### src/hw/rtl/sgc_pkg.sv
// ----------------------------------------------------------------------------
// sgc_pkg
// Shared types, register map and reset values for the sonar gesture classifier.
// ----------------------------------------------------------------------------
`timescale 1ns / 1ps

package sgc_pkg;

  localparam int EchoWidthDefault = 24;
  localparam int TickWidth        = 16;
  localparam int CountWidth       = 4;
  localparam int AddrWidth        = 5;
  localparam int DataWidth        = 32;

  localparam logic [TickWidth-1:0]  NearTicksReset    = 16'd466;
  localparam logic [TickWidth-1:0]  FarTicksReset     = 16'd2333;
  localparam logic [TickWidth-1:0]  MoveTicksReset    = 16'd93;
  localparam logic [TickWidth-1:0]  GarbageTicksReset = 16'd9329;
  localparam logic [CountWidth-1:0] PauseLimitReset   = 4'd3;
  localparam logic [CountWidth-1:0] ReportEveryReset  = 4'd3;
  localparam logic [CountWidth-1:0] CountMax          = 4'd15;

  typedef enum logic [2:0] {
    EV_NONE    = 3'd0,
    EV_HOVER   = 3'd1,
    EV_CONFIRM = 3'd2,
    EV_DOWN    = 3'd3,
    EV_UP      = 3'd4,
    EV_PAUSE   = 3'd5,
    EV_RELEASE = 3'd6,
    EV_CANCEL  = 3'd7
  } gesture_event_t;

  typedef enum logic [1:0] {
    MODE_IDLE    = 2'd0,
    MODE_CONFIRM = 2'd1,
    MODE_TRACK   = 2'd2
  } gesture_mode_t;

  typedef enum logic [2:0] {
    REG_NEAR_TICKS    = 3'd0,
    REG_FAR_TICKS     = 3'd1,
    REG_MOVE_TICKS    = 3'd2,
    REG_GARBAGE_TICKS = 3'd3,
    REG_PAUSE_LIMIT   = 3'd4,
    REG_REPORT_EVERY  = 3'd5
  } reg_index_t;

  typedef struct packed {
    logic [TickWidth-1:0]  near_ticks;
    logic [TickWidth-1:0]  far_ticks;
    logic [TickWidth-1:0]  move_ticks;
    logic [TickWidth-1:0]  garbage_ticks;
    logic [CountWidth-1:0] pause_limit;
    logic [CountWidth-1:0] report_every;
  } sgc_cfg_t;

endpackage

### src/hw/rtl/sgc_echo_if.sv
// ----------------------------------------------------------------------------
// sgc_echo_if
// Valid/ready channel carrying one echo width beat.
// ----------------------------------------------------------------------------
`timescale 1ns / 1ps

interface sgc_echo_if
  import sgc_pkg::*;
#(
  parameter int ECHO_WIDTH = EchoWidthDefault
);
  logic                  valid;
  logic                  ready;
  logic [ECHO_WIDTH-1:0] echo_ticks;

  modport source (output valid, output echo_ticks, input ready);
  modport sink   (input valid, input echo_ticks, output ready);
endinterface

### src/hw/rtl/sgc_result_if.sv
// ----------------------------------------------------------------------------
// sgc_result_if
// Valid/ready channel carrying one classification result beat.
// ----------------------------------------------------------------------------
`timescale 1ns / 1ps

interface sgc_result_if
  import sgc_pkg::*;
();
  logic                 valid;
  logic                 ready;
  logic [2:0]           gesture_event;
  logic                 report_valid;
  logic [TickWidth-1:0] clipped_ticks;

  modport source (output valid, output gesture_event, output report_valid,
                  output clipped_ticks, input ready);
  modport sink   (input valid, input gesture_event, input report_valid,
                  input clipped_ticks, output ready);
endinterface

### src/hw/rtl/sonar_gesture_classifier.sv
// ----------------------------------------------------------------------------
// sonar_gesture_classifier: an accepted echo beat passes the input and result registers.
// Throughput 1 beat per cycle unless result.ready stalls; gesture update is compares.
// Echo beats above the garbage limit are consumed without a result beat.
// Synchronous rst clears the pipeline and gesture state and reloads config defaults.
// ----------------------------------------------------------------------------
`timescale 1ns / 1ps

module sonar_gesture_classifier
  import sgc_pkg::*;
#(
  parameter int ECHO_WIDTH = EchoWidthDefault
)(
  input  logic                 clk,
  input  logic                 rst,
  sgc_echo_if.sink             echo,
  sgc_result_if.source         result,
  input  logic                 psel,
  input  logic                 penable,
  input  logic                 pwrite,
  input  logic [AddrWidth-1:0] paddr,
  input  logic [DataWidth-1:0] pwdata,
  output logic [DataWidth-1:0] prdata,
  output logic                 pready
);

  sgc_cfg_t       cfg;
  gesture_event_t res_event;

  sgc_cfg u_cfg (
    .clk     (clk),
    .rst     (rst),
    .psel    (psel),
    .penable (penable),
    .pwrite  (pwrite),
    .paddr   (paddr),
    .pwdata  (pwdata),
    .prdata  (prdata),
    .pready  (pready),
    .cfg     (cfg)
  );

  sgc_core #(
    .ECHO_WIDTH (ECHO_WIDTH)
  ) u_core (
    .clk         (clk),
    .rst         (rst),
    .cfg         (cfg),
    .in_valid    (echo.valid),
    .in_ready    (echo.ready),
    .in_echo     (echo.echo_ticks),
    .out_valid   (result.valid),
    .out_ready   (result.ready),
    .out_event   (res_event),
    .out_report  (result.report_valid),
    .out_clipped (result.clipped_ticks)
  );

  assign result.gesture_event = 3'(res_event);

`ifndef SYNTHESIS
  a_clip_limit: assert property (@(posedge clk) disable iff (rst)
    result.valid |-> result.clipped_ticks <= cfg.far_ticks)
    else $error("clipped distance above far limit");

  a_report_all: assert property (@(posedge clk) disable iff (rst)
    (result.valid && cfg.report_every <= 4'd1) |-> result.report_valid)
    else $error("report flag missing with unit report period");

  a_release_far: assert property (@(posedge clk) disable iff (rst)
    (result.valid && res_event == EV_RELEASE) |-> result.clipped_ticks == cfg.far_ticks)
    else $error("release without reaching far limit");
`endif

endmodule

### src/hw/rtl/sgc_cfg.sv
// ----------------------------------------------------------------------------
// sgc_cfg
// APB register file holding the classifier thresholds and counters limits.
// ----------------------------------------------------------------------------
`timescale 1ns / 1ps

module sgc_cfg
  import sgc_pkg::*;
(
  input  logic                 clk,
  input  logic                 rst,
  input  logic                 psel,
  input  logic                 penable,
  input  logic                 pwrite,
  input  logic [AddrWidth-1:0] paddr,
  input  logic [DataWidth-1:0] pwdata,
  output logic [DataWidth-1:0] prdata,
  output logic                 pready,
  output sgc_cfg_t             cfg
);

  logic       wr_en;
  reg_index_t reg_index;

  assign pready    = 1'b1;
  assign wr_en     = psel && penable && pwrite;
  assign reg_index = reg_index_t'(paddr[AddrWidth-1:2]);

  always_ff @(posedge clk) begin
    if (rst) begin
      cfg.near_ticks    <= NearTicksReset;
      cfg.far_ticks     <= FarTicksReset;
      cfg.move_ticks    <= MoveTicksReset;
      cfg.garbage_ticks <= GarbageTicksReset;
      cfg.pause_limit   <= PauseLimitReset;
      cfg.report_every  <= ReportEveryReset;
    end else if (wr_en) begin
      case (reg_index)
        REG_NEAR_TICKS:    cfg.near_ticks    <= pwdata[TickWidth-1:0];
        REG_FAR_TICKS:     cfg.far_ticks     <= pwdata[TickWidth-1:0];
        REG_MOVE_TICKS:    cfg.move_ticks    <= pwdata[TickWidth-1:0];
        REG_GARBAGE_TICKS: cfg.garbage_ticks <= pwdata[TickWidth-1:0];
        REG_PAUSE_LIMIT:   cfg.pause_limit   <= pwdata[CountWidth-1:0];
        REG_REPORT_EVERY:  cfg.report_every  <= pwdata[CountWidth-1:0];
        default: ;
      endcase
    end
  end

  always_comb begin
    case (reg_index)
      REG_NEAR_TICKS:    prdata = DataWidth'(cfg.near_ticks);
      REG_FAR_TICKS:     prdata = DataWidth'(cfg.far_ticks);
      REG_MOVE_TICKS:    prdata = DataWidth'(cfg.move_ticks);
      REG_GARBAGE_TICKS: prdata = DataWidth'(cfg.garbage_ticks);
      REG_PAUSE_LIMIT:   prdata = DataWidth'(cfg.pause_limit);
      REG_REPORT_EVERY:  prdata = DataWidth'(cfg.report_every);
      default:           prdata = '0;
    endcase
  end

endmodule

### src/hw/rtl/sgc_core.sv
// ----------------------------------------------------------------------------
// sgc_core
// Input register, gesture state machine and result register.
// ----------------------------------------------------------------------------
`timescale 1ns / 1ps

module sgc_core
  import sgc_pkg::*;
#(
  parameter int ECHO_WIDTH = EchoWidthDefault
)(
  input  logic                  clk,
  input  logic                  rst,
  input  sgc_cfg_t              cfg,
  input  logic                  in_valid,
  output logic                  in_ready,
  input  logic [ECHO_WIDTH-1:0] in_echo,
  output logic                  out_valid,
  input  logic                  out_ready,
  output gesture_event_t        out_event,
  output logic                  out_report,
  output logic [TickWidth-1:0]  out_clipped
);

  localparam int PadWidth = ECHO_WIDTH - TickWidth;

  logic                  s1_valid;
  logic [ECHO_WIDTH-1:0] s1_echo;
  logic                  s1_advance;
  logic                  garbage;
  logic                  below_far;
  logic                  emit;
  logic [TickWidth-1:0]  clipped;
  logic                  in_range;
  logic                  at_far;
  logic                  moved_down;
  logic                  moved_up;
  logic [CountWidth:0]   report_inc;
  logic                  report_hit;

  gesture_mode_t         mode;
  gesture_mode_t         mode_next;
  logic [TickWidth-1:0]  reference_ticks;
  logic [TickWidth-1:0]  reference_ticks_next;
  logic [CountWidth-1:0] still_count;
  logic [CountWidth-1:0] still_count_next;
  logic [CountWidth-1:0] still_inc;
  logic [CountWidth-1:0] report_count;
  logic [CountWidth-1:0] report_count_next;
  gesture_event_t        event_code;

  assign s1_advance = !out_valid || out_ready;
  assign in_ready   = !s1_valid || s1_advance;

  assign garbage   = s1_echo > {{PadWidth{1'b0}}, cfg.garbage_ticks};
  assign below_far = s1_echo < {{PadWidth{1'b0}}, cfg.far_ticks};
  assign clipped   = below_far ? s1_echo[TickWidth-1:0] : cfg.far_ticks;
  assign emit      = s1_valid && s1_advance && !garbage;

  assign in_range   = (cfg.near_ticks < clipped) && (clipped < cfg.far_ticks);
  assign at_far     = clipped >= cfg.far_ticks;
  assign moved_down = {1'b0, clipped} > ({1'b0, reference_ticks} + {1'b0, cfg.move_ticks});
  assign moved_up   = {1'b0, reference_ticks} > ({1'b0, clipped} + {1'b0, cfg.move_ticks});
  assign still_inc  = (still_count == CountMax) ? still_count : still_count + 1'b1;

  assign report_inc        = {1'b0, report_count} + 1'b1;
  assign report_hit        = report_inc >= {1'b0, cfg.report_every};
  assign report_count_next = report_hit ? '0 : report_inc[CountWidth-1:0];

  always_comb begin
    case (mode)
      MODE_CONFIRM: mode_next = in_range ? MODE_TRACK : MODE_IDLE;
      MODE_TRACK:   mode_next = at_far ? MODE_IDLE : MODE_TRACK;
      default:      mode_next = in_range ? MODE_CONFIRM : MODE_IDLE;
    endcase
  end

  always_comb begin
    event_code           = EV_NONE;
    reference_ticks_next = reference_ticks;
    still_count_next     = still_count;
    case (mode)
      MODE_CONFIRM: begin
        if (in_range) begin
          event_code           = EV_CONFIRM;
          reference_ticks_next = clipped;
          still_count_next     = '0;
        end else begin
          event_code = EV_CANCEL;
        end
      end
      MODE_TRACK: begin
        if (at_far) begin
          event_code = EV_RELEASE;
        end else if (moved_down || moved_up) begin
          event_code           = moved_down ? EV_DOWN : EV_UP;
          reference_ticks_next = clipped;
          still_count_next     = '0;
        end else if (still_inc >= cfg.pause_limit) begin
          event_code       = EV_PAUSE;
          still_count_next = '0;
        end else begin
          still_count_next = still_inc;
        end
      end
      default: begin
        if (in_range) begin
          event_code = EV_HOVER;
        end
      end
    endcase
  end

  always_ff @(posedge clk) begin
    if (rst) begin
      s1_valid <= 1'b0;
    end else if (in_ready) begin
      s1_valid <= in_valid;
    end
    if (in_ready && in_valid) begin
      s1_echo <= in_echo;
    end
  end

  always_ff @(posedge clk) begin
    if (rst) begin
      mode            <= MODE_IDLE;
      reference_ticks <= '0;
      still_count     <= '0;
      report_count    <= '0;
    end else if (emit) begin
      mode            <= mode_next;
      reference_ticks <= reference_ticks_next;
      still_count     <= still_count_next;
      report_count    <= report_count_next;
    end
  end

  always_ff @(posedge clk) begin
    if (rst) begin
      out_valid <= 1'b0;
    end else if (s1_advance) begin
      out_valid <= s1_valid && !garbage;
    end
    if (emit) begin
      out_event   <= event_code;
      out_report  <= report_hit;
      out_clipped <= clipped;
    end
  end

endmodule
### src/flat_wrapper.sv
// flat-port wrapper written by rule: the top's interface ports become plain ports
module sonar_gesture_classifier_flat import sgc_pkg::*;
#(
  parameter int ECHO_WIDTH = EchoWidthDefault
)
  (clk, rst, psel, penable, pwrite, paddr, pwdata, prdata, pready, echo_valid, echo_echo_ticks, echo_ready, result_valid, result_gesture_event, result_report_valid, result_clipped_ticks, result_ready);
  sgc_echo_if #(.ECHO_WIDTH(ECHO_WIDTH)) echo_i ();
  sgc_result_if result_i ();
  input  logic clk;
  input  logic rst;
  input  logic psel;
  input  logic penable;
  input  logic pwrite;
  input  logic [AddrWidth-1:0] paddr;
  input  logic [DataWidth-1:0] pwdata;
  output logic [DataWidth-1:0] prdata;
  output logic pready;
  input wire logic [$bits(echo_i.valid)-1:0] echo_valid;
  input wire logic [$bits(echo_i.echo_ticks)-1:0] echo_echo_ticks;
  output wire logic [$bits(echo_i.ready)-1:0] echo_ready;
  output wire logic [$bits(result_i.valid)-1:0] result_valid;
  output wire logic [$bits(result_i.gesture_event)-1:0] result_gesture_event;
  output wire logic [$bits(result_i.report_valid)-1:0] result_report_valid;
  output wire logic [$bits(result_i.clipped_ticks)-1:0] result_clipped_ticks;
  input wire logic [$bits(result_i.ready)-1:0] result_ready;
  assign echo_i.valid = echo_valid;
  assign echo_i.echo_ticks = echo_echo_ticks;
  assign echo_ready = echo_i.ready;
  assign result_valid = result_i.valid;
  assign result_gesture_event = result_i.gesture_event;
  assign result_report_valid = result_i.report_valid;
  assign result_clipped_ticks = result_i.clipped_ticks;
  assign result_i.ready = result_ready;
  sonar_gesture_classifier #(.ECHO_WIDTH(ECHO_WIDTH)) u_core (.clk(clk), .rst(rst), .echo(echo_i), .result(result_i), .psel(psel), .penable(penable), .pwrite(pwrite), .paddr(paddr), .pwdata(pwdata), .prdata(prdata), .pready(pready));
endmodule
### config.mk
export PLATFORM = sky130hd
export DESIGN_NAME = sonar_gesture_classifier_flat
export DESIGN_NICKNAME = d
export VERILOG_FILES = /design/src/hw/rtl/sgc_pkg.sv /design/src/hw/rtl/sgc_echo_if.sv /design/src/hw/rtl/sgc_result_if.sv /design/src/hw/rtl/sonar_gesture_classifier.sv /design/src/hw/rtl/sgc_cfg.sv /design/src/hw/rtl/sgc_core.sv /design/src/flat_wrapper.sv
export SDC_FILE = /design/constraint.sdc
export NUM_CORES = 1
export LEC_CHECK = 0
export ABC_AREA = 0
export BUFFER_PORTS_ARGS = -buffer_cell sky130_fd_sc_hd__buf_2
export CORE_MARGIN = 4
export CORE_UTILIZATION = 25
export CTS_BUF_LIST = sky130_fd_sc_hd__clkbuf_8 sky130_fd_sc_hd__clkbuf_16
export DETAILED_ROUTE_END_ITERATION = 7
export SYNTH_ARGS = -nofsm -noshare
export SYNTH_HDL_FRONTEND = slang
export SYNTH_SLANG_ARGS = --single-unit
export TNS_END_PERCENT = 1
### constraint.sdc
create_clock -name clk -period 7.3 [get_ports clk]
set_input_delay 0.73 -clock clk [delete_from_list [all_inputs] [get_ports clk]]
set_output_delay 0.73 -clock clk [all_outputs]
set_load 0.02 [all_outputs]
==> results_dict.tcl, run 1 <==
set metrics [dict create \
    ys_seq_area_frac 0.3277 \
    synth_cell_types 70 \
    areaGrowthSynthToFinish_pct 15.99 \
    wire_per_inst_um 16.75 \
    postCtsHoldBufs 0 \
    drtAntennaViolNets 0 \
    dpl.hpwl_um 22830 \
    worstSetupEndpointType "flip-flop" \
    arrival_ns 6.90 \
    status "finished, final reports clean" \
    final_common_cell "nand2_1" \
    synthCells 1123 \
    clockRootBuffer "clkbuf_16" \
    grt_use_total 0.1308 \
    hp-class "in2reg" \
    fin_worst_skew_ns 0.01421 \
    cts-resized-gates 0 \
    die_area_mm2 0.04384 \
    finalSetupTns_ns 0 \
    clock_path_buffers 2 \
    reg2reg_depth 26 \
    first_pass_iters 5 \
    fin_ws_ns 0.6797 \
    post_cts_buffers 0 \
    power_density_mw_per_mm2 164.2 \
    rsz0062_at_grt "false" \
    hold_violations 0 \
    start_kind "flip-flop" \
    synth_fa_ha_area_frac 0.1742 \
    num_rows 73 \
    grt_pass1_vias 8095 \
    dieWidth_um 209.4 \
    pin_count 123 \
    fin_area_mm2 0.01176 \
    viasPerCell 4.932 \
    ys_ff_latch 144 \
    crit_fanout 14 \
    tritoncts "built" \
    global_route.overflow_total 0 \
    fin_crit_sh 0.9069 \
    max_freq_ghz 0.1511 \
    numCtsBuffers 17 \
    period_needed_ns 6.620 \
    cts_max_level 4 \
    ir_drop_mv 0.1022 \
    multi_input_area_mm2 0.006334 \
    cts.clk_slew.worst_paths_ns 0.07 \
    synth.area.top_cells "dfxtp_1, ha_1, edfxtp_1" \
    synth_compound_area_frac 0.1860 \
    synth_top_area_share 0.1974 \
    placed_cell_area_mm2 0.01115 \
    die_y_um 209.4 \
    finalHoldWorstSlack_ns 0.4640 \
    drive_gt1_frac 0.1627 \
    clock_latency_ns 0.44 \
    syn_avg_cell_area_um2 9.029 \
    drc_errors 0 \
    place.port_buffers 87 \
    syn_area_mm2 0.01014 \
    max-cap-violations 0 \
    synth_simple_gate_area_frac 0.1700 \
    synthMuxAreaShare 0.05985 \
    routed_wl_um 29200 \
    drtIter0Drc 669 \
    synthArstFlopShare 0 \
    fin_util 0.2947 \
    power_leakage_nw 5.109 \
    yosysTopAreaCell "dfxtp_1" \
    vias 8597 \
    coreArea_mm2 0.03991 \
    slew_violations 0 \
    ys_warn_count 0 \
    antenna_found_initial 4 \
    synth_xor_area_frac 0.02505 \
    max-slew-margin-rel 0.2284 \
    worst_pin_slew_ns 1.157 \
    filler_cell_count 4180 \
    setup_violations 0 \
    start_util 0.2540 \
    regArea_mm2 0.003323 \
    grt_max_degree 72 \
    holdPathStages 1 \
    clock_sinks 144 \
    synth_top_family_by_area "compound AO/OA/AOI/OAI gates" \
    crit_type "reg2reg" \
    final_cell_mix "nand2_1, ha_1, dfxtp_1" \
    layout.nets 1412 \
    worstPathRequired_ns 7.58 \
    grt_pass1_wl_um 45680 \
    place_ws_ns 0.8112 \
    gp_congestion 0.8262 \
    synth_edf_count 44 \
    synthFlopType "dfxtp_1" \
]
## sequential cells by signal, summed over array words and instances, names as in the netlist
name and flops:
u_core.u_core.s1_echo 24, u_core.u_core.out_valid 1, u_core.u_core.still_count 4, u_core.u_core.report_count 4
u_core.u_core.out_clipped 16, u_core.u_core.reference_ticks 16, u_core.u_cfg.cfg 72, u_core.u_core.mode 2
u_core.u_core.out_report 1, u_core.u_core.out_event 3, u_core.u_core.s1_valid 1
## worst max-delay path: stages (launching register included)
cell	delay, ns
edfxtp_1	0.48
ha_1	0.34
nand2_1	0.07
nor3_1	0.20
a21oi_1	0.13
o21ai_2	0.64
mux2i_1	0.64
inv_1	0.14
ha_1	0.31
a21o_1	0.18
a21oi_1	0.22
o21bai_1	0.12
a211o_1	0.33
a31oi_1	0.29
o21bai_1	0.10
a21oi_1	0.18
xor2_1	0.16
ha_1	0.25
nand4_1	0.09
nor2_1	0.07
nand3_1	0.08
o211a_1	0.15
o211ai_2	0.17
a311o_2	0.59
buf_4	0.23
o211ai_2	0.18
o41ai_2	0.09
## layout make-up
type | instances | area share
well taps | 525 | 0.05585
multi-input cells | 866 | 0.5385
clock inverters | 15 | 0.01553
clock buffers | 17 | 0.03617
repair buffers | 106 | 0.04915
diodes | 1 | 0.0002128
inverters | 69 | 0.02202
flip-flops and latches | 144 | 0.2826
## logic make-up after synthesis
kind of cell | after synthesis
AO/OA/AOI/OAI | 259
AND/OR/NAND/NOR | 377
multiplexers | 44
adder cells (fa/ha/maj) | 140
flip-flops | 144
XOR/XNOR | 29
other | 2
buffers and inverters | 128
## report_power, final
part	switching [mW]	leakage, nW	total, mW	internal, mW
Clock	0.400	0.303	0.922	0.522
Combinational	0.105	3.59	0.162	0.0571
Sequential	0.0117	1.21	0.847	0.835
Total	0.517	5.11	1.93	1.41
## cells in the mapped netlist (5+ instances only)
cell type    n
nand2_1    173
ha_1       138
dfxtp_1    100
a21oi_1     95
inv_1       68
nor2_1      66
edfxtp_1    44
nand3_1     37
o21ai_0     37
clkbuf_1    32
mux2i_1     28
nor2b_1     21
buf_4       18
o211ai_1    18
nand4_1     17
xor2_1      16
o211ai_2    15
and3_1      14
o41ai_2     14
a21o_1      13
mux4_2      13
xnor2_1     13
nor3_1      11
nand2b_1    10
o21a_1       9
nor4_1       7
a211oi_1     6
a211o_1      5
buf_1        5
## metal layers
layer / wire, µm / global-route usage / up-vias
met1: 14050 / 0.1873 / 4070
li1: - / - / 4222
met4: 460 / 0.03060 / 4
met2: 13090 / 0.2061 / 268
met5: 20 / 0 / -
met3: 1582 / 0.02257 / 33
## worst paths after layout
check	slack, ns	startpoint	endpoint
worst max register to register	0.68	u_core.u_core.s1_echo[7]	u_core.u_core.reference_ticks[12]
worst min-delay path	0.46	echo_echo_ticks[23]	u_core.u_core.s1_echo[23]
worst min register to register	0.48	u_core.u_cfg.cfg[66]	u_core.u_cfg.cfg[66]
worst max-delay path	0.68	u_core.u_core.s1_echo[7]	u_core.u_core.reference_ticks[12]
## through the flow
| step | std cells | power, mW |
|---|---|---|
| 2_1_floorplan | 1138 | 0.9707 |
| 3_5_place_dp | 1710 | 1.026 |
| 3_3_place_gp | 1710 | 1.023 |
| 5_1_grt | 1743 | 1.999 |
| 6_report | 1743 | 1.931 |
| 4_1_cts | 1742 | 1.946 |
No activity file was read; power rests on OpenSTA's default activity.
==> inputs of run 2 (changes only) <==
--- a/config.mk
+++ b/config.mk
@@ -13,5 +13,6 @@
 export DETAILED_ROUTE_END_ITERATION = 7
 export SYNTH_ARGS = -nofsm -noshare
 export SYNTH_HDL_FRONTEND = slang
+export SYNTH_HIERARCHICAL = 1
 export SYNTH_SLANG_ARGS = --single-unit
 export TNS_END_PERCENT = 1
==> run 2 against run 1 <==
Clock power down 6.4%. Worst setup slack better by 0.043 ns. First-iteration DRC count down 8.4%. Power down 2.0%. Final cell count up 2.4%. Sequential share of layout area down 0.97 points. Hold slack better by 0.0077 ns.
==> results_dict.tcl, run 2 <==
set metrics [dict create \
    setup_violations 0 \
    clock_path_buffers 2 \
    reg2reg_to "u_core/u_core/reference_ticks[12]" \
    finalSetupTns_ns 0 \
    gp_congestion 0.9159 \
    synthFlopType "dfxtp_1" \
    grt_max_degree 63 \
    p_clk_frac 0.456 \
    postCtsHoldBufs 0 \
    cts.clk_slew.worst_paths_ns 0.07 \
    arrival_ns 6.94 \
    pin_count 123 \
    ys_ff_latch 144 \
    clockRootBuffer "clkbuf_16" \
    rrSetupSlack_ns 0.72 \
    ir_drop_mv 0.1179 \
    reg2reg_depth 25 \
    yosysTopAreaCell "dfxtp_1" \
    synth_most_common_cell "ha_1" \
    areaGrowthSynthToFinish_pct 14.20 \
    power_leakage_nw 5.137 \
    cp_slowest_cell "nor4b_1" \
    seqPwrFrac 0.451 \
    max-slew-margin-rel 0.3354 \
    synth_cell_types 88 \
    grt_pass1_wl_um 49600 \
    synth_common_cells "ha_1, dfxtp_1, a21oi_1" \
    rsz0062_at_grt "false" \
    filler_cell_count 4435 \
    synthCells 1155 \
    antenna_found_initial 0 \
    reg_top3 "u_core/u_cfg/cfg x72, u_core/u_core/s1_echo x24" \
    worstSetupStartpoint "u_core/u_core/s1_echo[14]" \
    cts_max_level 4 \
    synth_edf_count 44 \
    synth.area.top_cells "dfxtp_1, ha_1, edfxtp_1" \
    die_y_um 214.5 \
    grt_pass1_vias 8905 \
    slew_violations 0 \
    vias 9034 \
    power.share.combinational 0.093 \
    hp-start "echo_echo_ticks[18]" \
    dpl.hpwl_um 24440 \
    worst_path_largest_cell_delay_ns 0.57 \
    hp-class "in2reg" \
    crit_fanout 32 \
    timing.rr.start "u_core/u_core/s1_echo[14]" \
    cts-resized-gates 0 \
    cpMostUsedCell "ha_1" \
    wire_per_inst_um 17.62 \
    grt_use_total 0.1343 \
    synth_top_area_share 0.1877 \
    place.port_buffers 87 \
    fin_crit_sh 0.9011 \
    die_area_mm2 0.04603 \
    max-cap-violations 0 \
    numCtsBuffers 17 \
    routed_wl_um 31450 \
    switching_power_uw 505.0 \
    syn_area_mm2 0.01066 \
    status "finished, final reports clean" \
    period_needed_ns 6.578 \
    fin_worst_skew_ns 0.01293 \
    start_kind "flip-flop" \
    global_route.overflow_total 0 \
    clock_latency_ns 0.43 \
    drtIter0Drc 613 \
    min_to "u_core/u_core/s1_echo[18]" \
    post_cts_buffers 0 \
    tritoncts "built" \
    num_rows 75 \
    final_common_cell "ha_1" \
    power.total_mw 1.892 \
    worst_pin_slew_ns 0.9962 \
    hold_violations 0 \
    ys_seq_area_frac 0.3116 \
    swShare 0.2669 \
    syn_avg_cell_area_um2 9.233 \
    coreArea_mm2 0.04204 \
    viasPerCell 5.061 \
    largest_reg_flops 72 \
    largest_register "u_core/u_cfg/cfg" \
    drive_gt1_frac 0.1605 \
    ys_warn_count 6 \
    internal_power_mw 1.387 \
    worstSetupEndpointType "flip-flop" \
    dieWidth_um 214.5 \
    worstPathRequired_ns 7.66 \
    clock_sinks 144 \
    n_antenna_cell 0 \
    power_density_mw_per_mm2 155.4 \
    drtAntennaViolNets 0 \
    drc_errors 0 \
    layout.nets 1441 \
    start_util 0.2537 \
    holdPathStages 1 \
    max_freq_ghz 0.1520 \
    crit_type "reg2reg" \
    first_pass_iters 5 \
    synthArstFlopShare 0 \
    final_cell_mix "ha_1, dfxtp_1, inv_1, a21oi_1, buf_2" \
]
## run 2: cell types whose count changed after synthesis, sizes merged, moves of 11 or more
| cell | previous run | this run |
|---|---|---|
| nand2b | 10 | 36 |
| nand2 | 173 | 66 |
| inv | 68 | 90 |
| nor2b | 21 | 6 |
| buf | 27 | 43 |
| a41o | 1 | 18 |
| and3 | 14 | 2 |
| and2 | 3 | 14 |
| o41ai | 17 | 0 |
| mux2i | 28 | 57 |
| nor2 | 66 | 80 |
| o21ai | 38 | 71 |
| nand4b | 0 | 18 |
| o211ai | 33 | 4 |
## run 2: worst max path at each step
| stage | cells past startpoint | end |
|---|---|---|
| 2_1_floorplan | 28 | u_core/u_core/reference_ticks[10] |
| 3_3_place_gp | 25 | u_core/u_core/reference_ticks[1] |
| 3_5_place_dp | 25 | u_core/u_core/reference_ticks[4] |
| 4_1_cts | 25 | u_core/u_core/reference_ticks[1] |
| 5_1_grt | 25 | u_core/u_core/reference_ticks[1] |
| 6_report | 25 | u_core/u_core/reference_ticks[12] |
## run 2: layout make-up
cell class                 instances  area, µm²  area share
timing repair buffer             111      630.6     0.05178
sequential                       144       3323      0.2729
multi-input combinational        869       6641      0.5454
tap                              539      674.4     0.05538
clock buffer                      18      439.2     0.03606
inverter                          90      337.8     0.02774
clock inverter                    14      131.4     0.01079
## run 2: logic make-up after synthesis
kind of cell / synth area share
buffers and inverters: 0.07122
multiplexers: 0.08635
AND/OR/NAND/NOR: 0.1645
AO/OA/AOI/OAI: 0.1761
other: 0.0007042
adder cells (fa/ha/maj): 0.1657
XOR/XNOR: 0.02382
flip-flops: 0.3116
## run 2: per-stage QoR
step	util	setup slack (ns)	cells	instance area, µm²	hold slack (ns)
floorplan	-	1.506	1170	10720	0.4492
global placement	0.2761	0.8186	1753	11610	0.4632
detailed placement	0.2761	0.7997	1753	11610	0.4777
CTS	0.2897	0.7752	1785	12180	0.4539
global route	0.2897	0.2889	1785	12180	0.4554
finish	0.2897	0.7223	1785	12180	0.4717
## run 2: power groups by stage
stage               Combinational (mW)  Sequential, mW  Clock (mW)
floorplan                        0.128           0.863           0
global placement                 0.172           0.870           0
detailed placement               0.175           0.871           0
CTS                              0.176           0.853       0.880
global route                     0.195           0.854       0.913
finish                           0.176           0.853       0.863
## run 2: critical path, delay by kind of cell, from the launching register on
family          cells  cell delay, ns
compound gates      9            2.03
xor+xnor            1            0.08
fa+ha+maj           3            0.97
buf+inv             4            0.73
flops               1            0.45
simple gates        8            2.21
## run 2: routing by layer
| metal | track usage | part of all wire |
|---|---|---|
| met1 | 0.1830 | 0.47 |
| met2 | 0.2166 | 0.45 |
| met3 | 0.02409 | 0.056 |
| met4 | 0.04258 | 0.024 |
| met5 | 0 | 0 |
==> inputs of run 3 (changes only) <==
--- a/config.mk
+++ b/config.mk
@@ -5,12 +5,14 @@
 export SDC_FILE = /design/constraint.sdc
 export NUM_CORES = 1
 export LEC_CHECK = 0
-export ABC_AREA = 0
+export ABC_AREA = 1
 export BUFFER_PORTS_ARGS = -buffer_cell sky130_fd_sc_hd__buf_2
 export CORE_MARGIN = 4
 export CORE_UTILIZATION = 25
 export CTS_BUF_LIST = sky130_fd_sc_hd__clkbuf_8 sky130_fd_sc_hd__clkbuf_16
 export DETAILED_ROUTE_END_ITERATION = 7
+export RECOVER_POWER = 50
+export SETUP_SLACK_MARGIN = 0.2
 export SYNTH_ARGS = -nofsm -noshare
 export SYNTH_HDL_FRONTEND = slang
 export SYNTH_HIERARCHICAL = 1
==> run 3 against run 2 <==
The flow now finishes with violations (max-capacitance violations, max-slew violations). Flip-flop and latch count did not move. Core utilization barely moved. Worst setup slack improved by 0.19 ns. Clock-buffer cell count fell by 1. Non-clock buffer count fell by 8. Largest cell class unchanged. Highest routed layer unchanged.
==> results_dict.tcl, run 3 <==
set metrics [dict create \
    fin_crit_sh 0.8749 \
    reg2reg_to "u_core/u_core/reference_ticks[2]" \
    place.port_buffers 87 \
    synthArstFlopShare 0 \
    synth_most_common_cell "nand2_1" \
    drtAntennaViolNets 0 \
    cts_max_level 4 \
    first_pass_iters 5 \
    crit_type "reg2reg" \
    worstSetupEndpointType "flip-flop" \
    synthCells 1444 \
    hp-start "echo_echo_ticks[11]" \
    final_common_cell "nand2_1" \
    areaGrowthSynthToFinish_pct 13.61 \
    hold_violations 0 \
    violations "max-capacitance violations, max-slew violations" \
    drive_gt1_frac 0.09864 \
    arrival_ns 6.76 \
    reg2reg_depth 38 \
    die_area_mm2 0.04529 \
    max-slew-margin-rel -1.259 \
    worst_path_largest_cell_delay_ns 0.47 \
    grt_pass1_wl_um 47960 \
    synth.area.top_cells "dfxtp_1, ha_1, nand2_1" \
    crit_fanout 31 \
    cp_slowest_cell "ha_1" \
    timing.rr.start "u_core/u_core/s1_echo[20]" \
    synth_edf_count 44 \
    routed_wl_um 30650 \
    tritoncts "built" \
    drtIter0Drc 512 \
    ys_warn_count 6 \
    clock_path_buffers 2 \
    numCtsBuffers 17 \
    clock_sinks 144 \
    grt_max_degree 73 \
    grt_pass1_vias 9116 \
    setup_violations 0 \
    final_cell_mix "nand2_1, inv_1, nor2_1" \
    status "complete, but fails checks" \
    slew_violations 73 \
    viasPerCell 4.577 \
    ir_drop_mv 0.1683 \
    post_cts_buffers 0 \
    clock_latency_ns 0.44 \
    cts-resized-gates 0 \
    power.total_mw 1.852 \
    largest_register "u_core/u_cfg/cfg" \
    synthFlopType "dfxtp_1" \
    start_util 0.2551 \
    cpMostUsedCell "nand2_1" \
    pin_count 123 \
    ys_ff_latch 144 \
    power_leakage_nw 5.780 \
    min_to "u_core/u_core/s1_echo[11]" \
    start_kind "flip-flop" \
    dpl.hpwl_um 23680 \
    largest_reg_flops 72 \
    gp_congestion 0.8577 \
    reg_top3 "u_core/u_cfg/cfg x72, u_core/u_core/s1_echo x24" \
    holdPathStages 1 \
    synth_common_cells "nand2_1, inv_1, nor2_1" \
    worstSetupStartpoint "u_core/u_core/s1_echo[20]" \
    yosysTopAreaCell "dfxtp_1" \
    postCtsHoldBufs 0 \
    rsz0062_at_grt "false" \
    drc_errors 0 \
    power_density_mw_per_mm2 155.4 \
    n_antenna_cell 0 \
    max-cap-violations 1 \
    clockRootBuffer "clkbuf_16" \
    max_freq_ghz 0.1566 \
    syn_avg_cell_area_um2 7.262 \
    global_route.overflow_total 0 \
    fin_worst_skew_ns 0.009420 \
    period_needed_ns 6.387 \
    wire_per_inst_um 14.78 \
    finalSetupTns_ns 0 \
    cts.clk_slew.worst_paths_ns 0.07 \
    vias 9489 \
    layout.nets 1736 \
    ys_seq_area_frac 0.3169 \
    num_rows 74 \
    coreArea_mm2 0.04111 \
    syn_area_mm2 0.01049 \
    hp-class "in2reg" \
    worst_pin_slew_ns 3.389 \
    rrSetupSlack_ns 0.91 \
    antenna_found_initial 0 \
    dieWidth_um 212.8 \
    synth_top_area_share 0.1909 \
    synth_cell_types 52 \
    worstPathRequired_ns 7.67 \
    grt_use_total 0.1353 \
    die_y_um 212.8 \
]
## run 3: changes by cell type after synthesis, moves of 17 or more
cell / before / now
o21ai_0: 63 / 38
nor2_1: 79 / 183
nand4b_1: 17 / 0
a41o_1: 18 / 0
nand3_1: 43 / 91
mux2i_1: 56 / 0
inv_1: 89 / 188
nand2_1: 63 / 359
nand2b_1: 36 / 0
clkbuf_1: 24 / 4
## run 3: metal layers
layer | wire length, µm | vias up | global-route usage
met2 | 14920 | 219 | 0.2344
met4 | 1051 | 0 | 0.05598
met5 | 0 | - | 0
li1 | - | 4843 | -
met3 | 1371 | 52 | 0.02233
met1 | 13300 | 4375 | 0.1671
## run 3: worst max path at each step
stage | cells after the start | endpoint
floorplan | 40 | u_core/u_core/reference_ticks[1]
global placement | 38 | u_core/u_core/reference_ticks[8]
detailed placement | 38 | u_core/u_core/reference_ticks[2]
CTS | 38 | u_core/u_core/reference_ticks[2]
global route | 38 | u_core/u_core/reference_ticks[8]
finish | 38 | u_core/u_core/reference_ticks[2]
## run 3: metrics by stage
step	setup slack [ns]	cells	hold WS (ns)	cell area, µm²	utilization
6_report	0.9133	2073	0.4613	11910	0.2898
2_1_floorplan	2.104	1459	0.4448	10540	-
3_5_place_dp	0.9099	2041	0.4766	11420	0.2777
4_1_cts	0.8567	2073	0.4439	11950	0.2906
3_3_place_gp	0.9778	2041	0.4678	11420	0.2777
5_1_grt	0.3178	2073	0.4459	11910	0.2898
## run 3: critical path: cells and delay by family (launching register included)
family,cells,cell delay [ns]
buf+inv,3,0.48
compound gates,9,1.74
xor+xnor,1,0.15
flops,1,0.35
simple gates,23,2.83
fa+ha+maj,2,0.77
## run 3: logic make-up (layout without fill, tap and decap cells)
family	Yosys count	in the layout	share of synthesized area
AO/OA/AOI/OAI	169	169	0.09128
AND/OR/NAND/NOR	710	710	0.2934
buffers and inverters	248	330	0.1033
XOR/XNOR	31	31	0.02589
other	2	17	0.0007162
adder cells (fa/ha/maj)	140	140	0.1685
flip-flops	144	144	0.3169
## run 3: cell type report
| cell class | count | area (µm²) |
|---|---|---|
| clock buffers | 17 | 425.4 |
| clock inverters | 15 | 102.6 |
| fillers | 4533 | 29200 |
| inverters | 195 | 734.5 |
| multi-input cells | 1067 | 6138 |
| flip-flops and latches | 144 | 3323 |
| well taps | 532 | 665.6 |
| repair buffers | 103 | 524.3 |
## run 3: report_power, final
| group | internal (mW) | leakage (nW) | switching [mW] | total [mW] |
|---|---|---|---|---|
| clock network | 0.431 | 0.250 | 0.371 | 0.802 |
| registers | 0.837 | 1.22 | 0.0124 | 0.850 |
| logic | 0.0646 | 4.31 | 0.135 | 0.199 |
| total | 1.33 | 5.78 | 0.519 | 1.85 |
